**src/design/scba_pkg.sv**
```systemverilog
// scba_pkg: shared constants, types and address helpers of the size class bitmap allocator
// used by scba_map, scba_seq and size_class_bitmap_allocator_top; depends on nothing
`timescale 1ns / 1ps
`default_nettype none

package scba_pkg;

  localparam int NUM_CLASSES         = 8;
  localparam int MIN_BLOCK_LOG2      = 4;
  localparam int BLOCKS_PER_CLASS    = 256;
  localparam int MAP_WORDS_PER_CLASS = 8;

  localparam int CLS_W   = $clog2(NUM_CLASSES);
  localparam int WORD_W  = $clog2(MAP_WORDS_PER_CLASS);
  localparam int IDX_W   = WORD_W + 5;
  localparam int MAP_AW  = CLS_W + WORD_W;
  localparam int SPAN    = (1 << MIN_BLOCK_LOG2) * BLOCKS_PER_CLASS;
  localparam int SHIFT_W = $clog2(MIN_BLOCK_LOG2 + NUM_CLASSES);

  localparam logic [CLS_W-1:0]  LAST_CLASS = CLS_W'(NUM_CLASSES - 1);
  localparam logic [WORD_W-1:0] LAST_WORD  = WORD_W'(MAP_WORDS_PER_CLASS - 1);

  localparam logic ACT_ALLOC = 1'b0;
  localparam logic ACT_FREE  = 1'b1;

  typedef enum logic [2:0] {
    ST_ALLOCATED = 3'd0,
    ST_FREED     = 3'd1,
    ST_ZERO_SIZE = 3'd2,
    ST_TOO_LARGE = 3'd3,
    ST_ALL_FULL  = 3'd4,
    ST_UNMATCHED = 3'd5
  } scba_status_e;

  typedef enum logic [2:0] {
    S_IDLE,
    S_CHECK,
    S_ALLOC_EVAL,
    S_FREE_SCAN,
    S_FREE_WRITE,
    S_ADDR,
    S_DONE
  } scba_state_e;

  typedef struct packed {
    logic              rd_en;
    logic [MAP_AW-1:0] rd_addr;
    logic              wr_en;
    logic [MAP_AW-1:0] wr_addr;
    logic [31:0]       wr_data;
  } scba_map_req_t;

  // byte offset of a class region from the region base, modulo 2^32
  function automatic logic [31:0] class_off(input logic [CLS_W-1:0] c);
    logic [63:0] t;
    t = (64'(SPAN) << c) - 64'(SPAN);
    return t[31:0];
  endfunction

  // bytes spanned by the region of one class
  function automatic logic [32:0] class_span(input logic [CLS_W-1:0] c);
    logic [63:0] t;
    t = 64'(SPAN) << c;
    return t[32:0];
  endfunction

  function automatic logic [32:0] block_bytes(input logic [CLS_W-1:0] c);
    logic [63:0] t;
    t = (64'd1 << MIN_BLOCK_LOG2) << c;
    return t[32:0];
  endfunction

endpackage

`default_nettype wire

```
**src/design/scba_map.sv**
```systemverilog
// scba_map: used-block bitmap store, one 32-bit word per map row, registered read
// per-row valid bits make never-written rows read as zero; depends on scba_pkg
`timescale 1ns / 1ps
`default_nettype none

module scba_map
  import scba_pkg::*;
(
  input  wire logic          clk_i,
  input  wire logic          rst_ni,
  input  wire scba_map_req_t req_i,
  output logic [31:0]        rd_data_o
);

  localparam int DEPTH = NUM_CLASSES * MAP_WORDS_PER_CLASS;

  logic [31:0]      mem_q [DEPTH];
  logic [DEPTH-1:0] valid_q;
  logic [31:0]      rdata_q;
  logic             rvalid_q;

  always_ff @(posedge clk_i) begin
    if (req_i.wr_en) begin
      mem_q[req_i.wr_addr] <= req_i.wr_data;
    end
    if (req_i.rd_en) begin
      rdata_q <= mem_q[req_i.rd_addr];
    end
  end

  always_ff @(posedge clk_i or negedge rst_ni) begin
    if (!rst_ni) begin
      valid_q  <= '0;
      rvalid_q <= 1'b0;
    end else begin
      if (req_i.wr_en) begin
        valid_q[req_i.wr_addr] <= 1'b1;
      end
      if (req_i.rd_en) begin
        rvalid_q <= valid_q[req_i.rd_addr];
      end
    end
  end

  assign rd_data_o = rvalid_q ? rdata_q : 32'd0;

endmodule

`default_nettype wire

```
**src/design/scba_seq.sv**
```systemverilog
// scba_seq: sequencer that scans bitmap words for allocations and region classes for frees,
// one word or one class per cycle, with the output register; depends on scba_pkg
`timescale 1ns / 1ps
`default_nettype none

module scba_seq
  import scba_pkg::*;
(
  input  wire logic          clk_i,
  input  wire logic          rst_ni,
  input  wire logic          in_valid_i,
  output logic               in_stall_o,
  input  wire logic          action_i,
  input  wire logic [31:0]   request_size_i,
  input  wire logic [31:0]   free_address_i,
  input  wire logic [31:0]   region_base_i,
  output scba_map_req_t      map_req_o,
  input  wire logic [31:0]   map_rdata_i,
  output logic               out_valid_o,
  input  wire logic          out_stall_i,
  output logic [2:0]         status_o,
  output logic [31:0]        block_address_o,
  output logic [2:0]         size_class_o,
  output logic [7:0]         block_index_o
);

  scba_state_e state_q, state_d;

  logic [31:0]       size_q, addr_q;
  logic [CLS_W-1:0]  cls_q, cls_d;
  logic [WORD_W-1:0] word_q, word_d;
  logic [31:0]       cstart_q, cstart_d;
  logic [IDX_W-1:0]  idx_q, idx_d;
  scba_status_e      res_st_q, res_st_d;
  logic [31:0]       res_addr_q, res_addr_d;

  logic              out_valid_q;
  logic [2:0]        out_st_q, out_cls_q;
  logic [31:0]       out_addr_q;
  logic [7:0]        out_idx_q;

  logic              accept;
  logic              out_free;

  // size decode
  logic [CLS_W-1:0]  first_cls;
  logic              too_large;

  // allocation word evaluation
  logic [4:0]        zero_pos;
  logic              word_full;
  logic [IDX_W-1:0]  alloc_idx;
  logic              alloc_hit;
  logic              last_word;

  // free class match
  logic [31:0]       delta;
  logic [SHIFT_W-1:0] blk_shift;
  logic [31:0]       delta_idx;
  logic              free_hit;

  assign accept   = in_valid_i && !in_stall_o;
  assign out_free = !out_valid_q || !out_stall_i;
  assign in_stall_o = (state_q != S_IDLE);

  always_comb begin
    first_cls = LAST_CLASS;
    for (int c = NUM_CLASSES - 1; c >= 0; c--) begin
      if (block_bytes(CLS_W'(c)) >= {1'b0, size_q}) begin
        first_cls = CLS_W'(c);
      end
    end
    too_large = {1'b0, size_q} > block_bytes(LAST_CLASS);
  end

  always_comb begin
    zero_pos = 5'd0;
    for (int b = 31; b >= 0; b--) begin
      if (!map_rdata_i[b]) begin
        zero_pos = 5'(b);
      end
    end
    word_full = (map_rdata_i == 32'hFFFF_FFFF);
    alloc_idx = {word_q, zero_pos};
    alloc_hit = !word_full && ({1'b0, alloc_idx} < (IDX_W + 1)'(BLOCKS_PER_CLASS));
    last_word = (cls_q == LAST_CLASS) && (word_q == LAST_WORD);
  end

  assign blk_shift = SHIFT_W'(MIN_BLOCK_LOG2) + SHIFT_W'(cls_q);
  assign delta     = addr_q - cstart_q;
  assign delta_idx = delta >> blk_shift;
  assign free_hit  = {1'b0, delta} < class_span(cls_q);

  // next state
  always_comb begin
    state_d = state_q;
    unique case (state_q)
      S_IDLE: begin
        if (accept) begin
          state_d = (action_i == ACT_FREE) ? S_FREE_SCAN : S_CHECK;
        end
      end
      S_CHECK: begin
        if (size_q == 32'd0 || too_large) begin
          state_d = S_DONE;
        end else begin
          state_d = S_ALLOC_EVAL;
        end
      end
      S_ALLOC_EVAL: begin
        if (alloc_hit) begin
          state_d = S_ADDR;
        end else if (last_word) begin
          state_d = S_DONE;
        end
      end
      S_FREE_SCAN: begin
        if (free_hit) begin
          state_d = S_FREE_WRITE;
        end else if (cls_q == LAST_CLASS) begin
          state_d = S_DONE;
        end
      end
      S_FREE_WRITE: state_d = S_ADDR;
      S_ADDR:       state_d = S_DONE;
      S_DONE: begin
        if (out_free) begin
          state_d = S_IDLE;
        end
      end
      default: state_d = S_IDLE;
    endcase
  end

  // datapath and map requests
  always_comb begin
    cls_d      = cls_q;
    word_d     = word_q;
    cstart_d   = cstart_q;
    idx_d      = idx_q;
    res_st_d   = res_st_q;
    res_addr_d = res_addr_q;
    map_req_o  = '0;
    unique case (state_q)
      S_IDLE: begin
        cls_d      = '0;
        word_d     = '0;
        idx_d      = '0;
        cstart_d   = region_base_i;
        res_addr_d = 32'd0;
      end
      S_CHECK: begin
        if (size_q == 32'd0) begin
          res_st_d = ST_ZERO_SIZE;
        end else if (too_large) begin
          res_st_d = ST_TOO_LARGE;
        end else begin
          cls_d             = first_cls;
          cstart_d          = region_base_i + class_off(first_cls);
          map_req_o.rd_en   = 1'b1;
          map_req_o.rd_addr = {first_cls, {WORD_W{1'b0}}};
        end
      end
      S_ALLOC_EVAL: begin
        if (alloc_hit) begin
          idx_d             = alloc_idx;
          res_st_d          = ST_ALLOCATED;
          map_req_o.wr_en   = 1'b1;
          map_req_o.wr_addr = {cls_q, word_q};
          map_req_o.wr_data = map_rdata_i | (32'd1 << zero_pos);
        end else if (last_word) begin
          res_st_d = ST_ALL_FULL;
          cls_d    = '0;
        end else begin
          // next word, spilling into the next class after the last word
          if (word_q == LAST_WORD) begin
            cls_d    = cls_q + 1'b1;
            word_d   = '0;
            cstart_d = region_base_i + class_off(cls_q + 1'b1);
          end else begin
            word_d = word_q + 1'b1;
          end
          map_req_o.rd_en   = 1'b1;
          map_req_o.rd_addr = {cls_d, word_d};
        end
      end
      S_FREE_SCAN: begin
        if (free_hit) begin
          idx_d             = delta_idx[IDX_W-1:0];
          res_st_d          = ST_FREED;
          map_req_o.rd_en   = 1'b1;
          map_req_o.rd_addr = {cls_q, delta_idx[IDX_W-1:5]};
        end else if (cls_q == LAST_CLASS) begin
          res_st_d = ST_UNMATCHED;
          cls_d    = '0;
        end else begin
          cls_d    = cls_q + 1'b1;
          cstart_d = region_base_i + class_off(cls_q + 1'b1);
        end
      end
      S_FREE_WRITE: begin
        map_req_o.wr_en   = 1'b1;
        map_req_o.wr_addr = {cls_q, idx_q[IDX_W-1:5]};
        map_req_o.wr_data = map_rdata_i & ~(32'd1 << idx_q[4:0]);
      end
      S_ADDR: begin
        res_addr_d = cstart_q + (32'(idx_q) << blk_shift);
      end
      S_DONE: ;
      default: ;
    endcase
  end

  always_ff @(posedge clk_i) begin
    if (accept) begin
      size_q <= request_size_i;
      addr_q <= free_address_i;
    end
    cls_q      <= cls_d;
    word_q     <= word_d;
    cstart_q   <= cstart_d;
    idx_q      <= idx_d;
    res_st_q   <= res_st_d;
    res_addr_q <= res_addr_d;
    if (state_q == S_DONE && out_free) begin
      out_st_q   <= res_st_q;
      out_addr_q <= res_addr_q;
      out_cls_q  <= 3'(cls_q);
      out_idx_q  <= 8'(idx_q);
    end
  end

  always_ff @(posedge clk_i or negedge rst_ni) begin
    if (!rst_ni) begin
      state_q     <= S_IDLE;
      out_valid_q <= 1'b0;
    end else begin
      state_q <= state_d;
      if (state_q == S_DONE && out_free) begin
        out_valid_q <= 1'b1;
      end else if (!out_stall_i) begin
        out_valid_q <= 1'b0;
      end
    end
  end

  assign out_valid_o     = out_valid_q;
  assign status_o        = out_st_q;
  assign block_address_o = out_addr_q;
  assign size_class_o    = out_cls_q;
  assign block_index_o   = out_idx_q;

endmodule

`default_nettype wire

```
**src/design/size_class_bitmap_allocator_top.sv**
```systemverilog
// size_class_bitmap_allocator_top: power-of-two size class allocator, region base register,
// sequencer and bitmap store; depends on scba_pkg, scba_map and scba_seq
//
// Usage: an item on the input channel (in_valid_i/in_stall_o) either allocates a block of
// request_size_i bytes (action 0) or frees the block holding free_address_i (action 1).
// Exactly one result leaves on the output channel (out_valid_o/out_stall_i) per item:
// status, block address, size class and block index.
// The region base is written through cfg_valid_i/cfg_ready_o/cfg_data_i; the user must
// do so only while idle, the block does not enforce it. Throughput: one item at a time;
// in_stall_o is high from the transfer until the result is placed in the output register.
// An allocation scans bitmap words one at a time over the shared single-word map read port
// (1 to 64 words) and reports all full once every class from the fitting one up is full;
// a free checks region classes in order (1 to 8); zero or oversize requests read no word.
// A waiting result sits in the output register while the next item is worked on; when the
// receiver stalls and the register is still full, the next result is held back.
// Reset clears the region base to 0 and marks every block free at once through per-row
// valid bits, so items are taken from the first cycle after reset.
`timescale 1ns / 1ps
`default_nettype none

module size_class_bitmap_allocator_top
  import scba_pkg::*;
(
  input  wire logic        clk_i,
  input  wire logic        rst_ni,
  input  wire logic        cfg_valid_i,
  output logic             cfg_ready_o,
  input  wire logic [31:0] cfg_data_i,
  input  wire logic        in_valid_i,
  output logic             in_stall_o,
  input  wire logic        action_i,
  input  wire logic [31:0] request_size_i,
  input  wire logic [31:0] free_address_i,
  output logic             out_valid_o,
  input  wire logic        out_stall_i,
  output logic [2:0]       status_o,
  output logic [31:0]      block_address_o,
  output logic [2:0]       size_class_o,
  output logic [7:0]       block_index_o
);

  logic [31:0]   region_base_q;
  scba_map_req_t map_req;
  logic [31:0]   map_rdata;

  assign cfg_ready_o = 1'b1;

  always_ff @(posedge clk_i or negedge rst_ni) begin
    if (!rst_ni) begin
      region_base_q <= 32'd0;
    end else if (cfg_valid_i && cfg_ready_o) begin
      region_base_q <= cfg_data_i;
    end
  end

  scba_map u_map (
    .clk_i     (clk_i),
    .rst_ni    (rst_ni),
    .req_i     (map_req),
    .rd_data_o (map_rdata)
  );

  scba_seq u_seq (
    .clk_i           (clk_i),
    .rst_ni          (rst_ni),
    .in_valid_i      (in_valid_i),
    .in_stall_o      (in_stall_o),
    .action_i        (action_i),
    .request_size_i  (request_size_i),
    .free_address_i  (free_address_i),
    .region_base_i   (region_base_q),
    .map_req_o       (map_req),
    .map_rdata_i     (map_rdata),
    .out_valid_o     (out_valid_o),
    .out_stall_i     (out_stall_i),
    .status_o        (status_o),
    .block_address_o (block_address_o),
    .size_class_o    (size_class_o),
    .block_index_o   (block_index_o)
  );

endmodule

`default_nettype wire

```
**config.mk**
```make
export PLATFORM = sky130hd
export DESIGN_NAME = size_class_bitmap_allocator_top
export DESIGN_NICKNAME = d
export VERILOG_FILES = /design/src/design/scba_pkg.sv /design/src/design/scba_map.sv /design/src/design/scba_seq.sv /design/src/design/size_class_bitmap_allocator_top.sv
export SDC_FILE = /design/constraint.sdc
export NUM_CORES = 2
export LEC_CHECK = 0
export BUFFER_PORTS_ARGS = -buffer_cell sky130_fd_sc_hd__clkbuf_2
export CAP_MARGIN = 20
export CORE_UTILIZATION = 40
export DETAILED_ROUTE_END_ITERATION = 7
export PLACE_DENSITY = 0.58
export SYNTH_ARGS = -nofsm -noshare
export SYNTH_HDL_FRONTEND = slang
export SYNTH_SLANG_ARGS = --single-unit
```
**constraint.sdc**
```tcl
create_clock -name clk_i -period 6.8 [get_ports clk_i]
set_input_delay 1.02 -clock clk_i [delete_from_list [all_inputs] [get_ports clk_i]]
set_output_delay 1.02 -clock clk_i [all_outputs]
set_load 0.02 [all_outputs]
```
==> metrics.cfg <==
[drt]
dr.first_iter.drc_count = 9037
routed.top_layer = met5
met1_length_um = 141000
via_count = 70600
drc_errors = 0
ant_nets = 0
wirelength_um = 354000
viasPerCell = 5.86
drtPass1Iterations = 7
dr_wl_met2_um = 160000
routedWlPerCell_um = 29.4
route.met3.wl_um = 31500

[worst_setup_path]
ff2ff_path_depth = 26
path_class = reg -> reg
crit_required_ps = 7450
startpoint_type = register
critPathCaptureType = register
arrival_ps = 7480
crit_fanout = 18

[grt]
grt_pass1_wl_um = 496000
grt_pass1_vias = 66800
grtUsageTotal_pct = 27.5
antenna_found_initial = 9
grt_max_degree = 126
grt-ovfl-total = 0

[finish]
final_common_cell = edfxtp_1
stdcell_count = 12100
final_nets = 8757
syn_to_final_growth_pct = 17.1
final_cell_mix = 2271 x edfxtp_1, 1977 x nand2_1, 1149 x nand3_1
drive_gt1_share_pct = 14.4

[min_path]
hp-class = in -> async

[cts]
cts.htree.levels = 5
clock_tree.root_cell = clkbuf_16
tritoncts = yes
clk-insertion-delay-late_ps = 950
clk_pin_slew_ps = 60
cts_hold_buf = 0
clkSinkCount = 2372
cts_buffer_depth = 4
numCtsBuffers = 274

[floorplan]
core_area_um2 = 249000
initial_core_util_pct = 40.4
die-width_um = 504
design.die.area_um2 = 254000
num_rows = 183
die_y_um = 504
ioPinCount = 151

[timing]
tightest_slew_ps = 1200
drv_slew = 0
maxSlewHeadroom_pct = 19.5
worst_clock_skew_ps = 101
finalCriticalPeriod_ps = 6830
finalSetupTns_ps = -32.1
finalCritPeriodShare_pct = 100
hold_slack_ps = 202
finalSetupViolCount = 1
hold_violations = 0
postLayoutSetupSlackWorst_ps = -32.1
rsz0062_at_grt = true
timing.fmax_mhz = 146

[yosys]
yosysWarnings = 0
synth_area_leader_cell = edfxtp_1
syn_area_per_cell_um2 = 12.4
synth_cell_types = 85
syn_area_um2 = 101000
yosys.area.top_type_share_pct = 67.8
async_flop_share_pct = 4.26
synth_area_leaders = edfxtp_1 68%, nand2_1 7.4%, nand3_1 5.7%
synthCells = 8096
synth_edf_count = 2271
ys_ff_latch = 2372
synth_ff_type = edfxtp_1
yosysSeqAreaShare_pct = 70.3

[placed_design]
gp_congestion = 0.957
dp.cells = 11600
hpwl_um = 221000
port_buffers = 149
place_ws_ps = -444

[status]
outcome = finished with violations
violations = negative setup slack

[power]
worst_ir_drop_vdd_mv = 0.294
power_per_cell_area_nw_per_um2 = 325
leakage_nw = 44.0

[job]
drv_cap = 0

synthesized netlist by cell type, types with 78 or more instances:
library cell	instances
a21oi_1	250
ha_1	112
edfxtp_1	2271
buf_1	78
buf_2	174
nand3_1	1149
o21ai_0	132
nand2_1	1981
inv_1	136
mux2i_1	274
and3_1	88
nor2_1	243
dfrtp_1	101
clkbuf_1	209
metrics by stage:
step	cell area [um2]	utilization, %	total power, mW
6_report	118000	47.3	38.3
5_1_grt	118000	47.3	39.5
4_1_cts	117000	47.1	38.3
3_5_place_dp	109000	43.8	24.4
3_3_place_gp	109000	43.8	24.4
2_1_floorplan	101000	-	21.8
registers in the layout, indices dropped and copies added, names as in the netlist:
| name | cells |
|---|---|
| u_seq.out_valid_o | 1 |
| u_seq.res_addr_q | 32 |
| u_seq.status_o | 3 |
| u_seq.addr_q | 32 |
| u_seq.cstart_q | 32 |
| u_seq.state_q | 3 |
| u_seq.idx_q | 8 |
| region_base_q | 32 |
| u_seq.word_q | 3 |
| u_map.mem_q | 2048 |
| u_seq.cls_q | 3 |
| u_map.valid_q | 64 |
| u_seq.block_address_o | 32 |
| u_map.rdata_q | 32 |
| u_seq.size_class_o | 3 |
| u_seq.size_q | 32 |
| u_map.rvalid_q | 1 |
| u_seq.res_st_q | 3 |
| u_seq.block_index_o | 8 |
final timing paths:
check | start | to | slack [ps]
min in group clk_i | free_address_i[11] | u_seq.addr_q[11]$_DFFE_PP_ | 310
setup reg to reg | u_seq.cstart_q[10]$_DFFE_PP_ | u_map.rdata_q[28]$_DFFE_PP_ | -30
hold reg to reg | u_seq.res_addr_q[10]$_SDFFCE_PN0P_ | u_seq.block_address_o[10]$_DFFE_PP_ | 420
setup / recovery | u_seq.cstart_q[10]$_DFFE_PP_ | u_map.rdata_q[28]$_DFFE_PP_ | -30
hold / removal | rst_ni | region_base_q[30]$_DFFE_PN0P_ | 200
max in group asynchronous | rst_ni | u_map.valid_q[60]$_DFFE_PN0P_ | 5260
report_power, final:
part           internal, mW  leakage (nW)  switching (mW)
clock                  8.21          4.05            5.75
sequential             17.1          24.7           0.475
combinational          2.29          15.2            4.47
total                  27.6          44.0            10.7
kinds of logic after synthesis:
family | count (synthesis) | synth area share [%]
compound gates | 854 | 5.57
xor+xnor | 56 | 0.487
fa+ha+maj | 116 | 1.47
buf+inv | 605 | 2.50
flops | 2372 | 70.3
mux | 306 | 3.11
other cells | 2 | 0.00746
simple gates | 3785 | 16.6
what timing repair did:
item | in CTS | in global routing
gates cloned | 0 | 1
buffers inserted | 2 | 13
gates resized for setup | 13 | 34
pin swaps | 3 | 10
endpoints found under the setup margin | 14 | 25
hold endpoints to repair | 0 | 0
metal layers:
layer | vias up | global-route usage, %
met3 | 741 | 4.23
met4 | 4 | 14.6
met5 | - | 0
met1 | 35500 | 37.1
li1 | 30500 | -
met2 | 3800 | 42.8
worst max-delay path: stages, from the launching register on:
cell	delay (ps)
edfxtp_1	350
inv_1	60
ha_1	360
a21oi_1	110
and2_2	230
a22o_2	260
a211oi_4	280
buf_4	170
a41oi_1	150
xnor2_1	170
ha_1	190
a211o_1	220
or4_1	440
a211o_1	300
a211oi_1	200
o2111ai_1	220
nor4_4	240
buf_4	210
buf_4	200
a21o_2	200
buf_4	390
nand2_1	240
buf_4	290
a41oi_1	210
o211ai_1	350
nand4_1	440
a21oi_1	80
area by class of cell:
type | instances | area [um2]
sequential | 2372 | 70700
clock buffer | 359 | 7430
antenna | 4 | 10.0
clock inverter | 99 | 880
fill | 22000 | 132000
multi-input combinational | 5127 | 28600
inverter | 137 | 514
timing repair buffer | 627 | 5520
tap | 3330 | 4170
No activity file was read; power rests on OpenSTA's default activity.
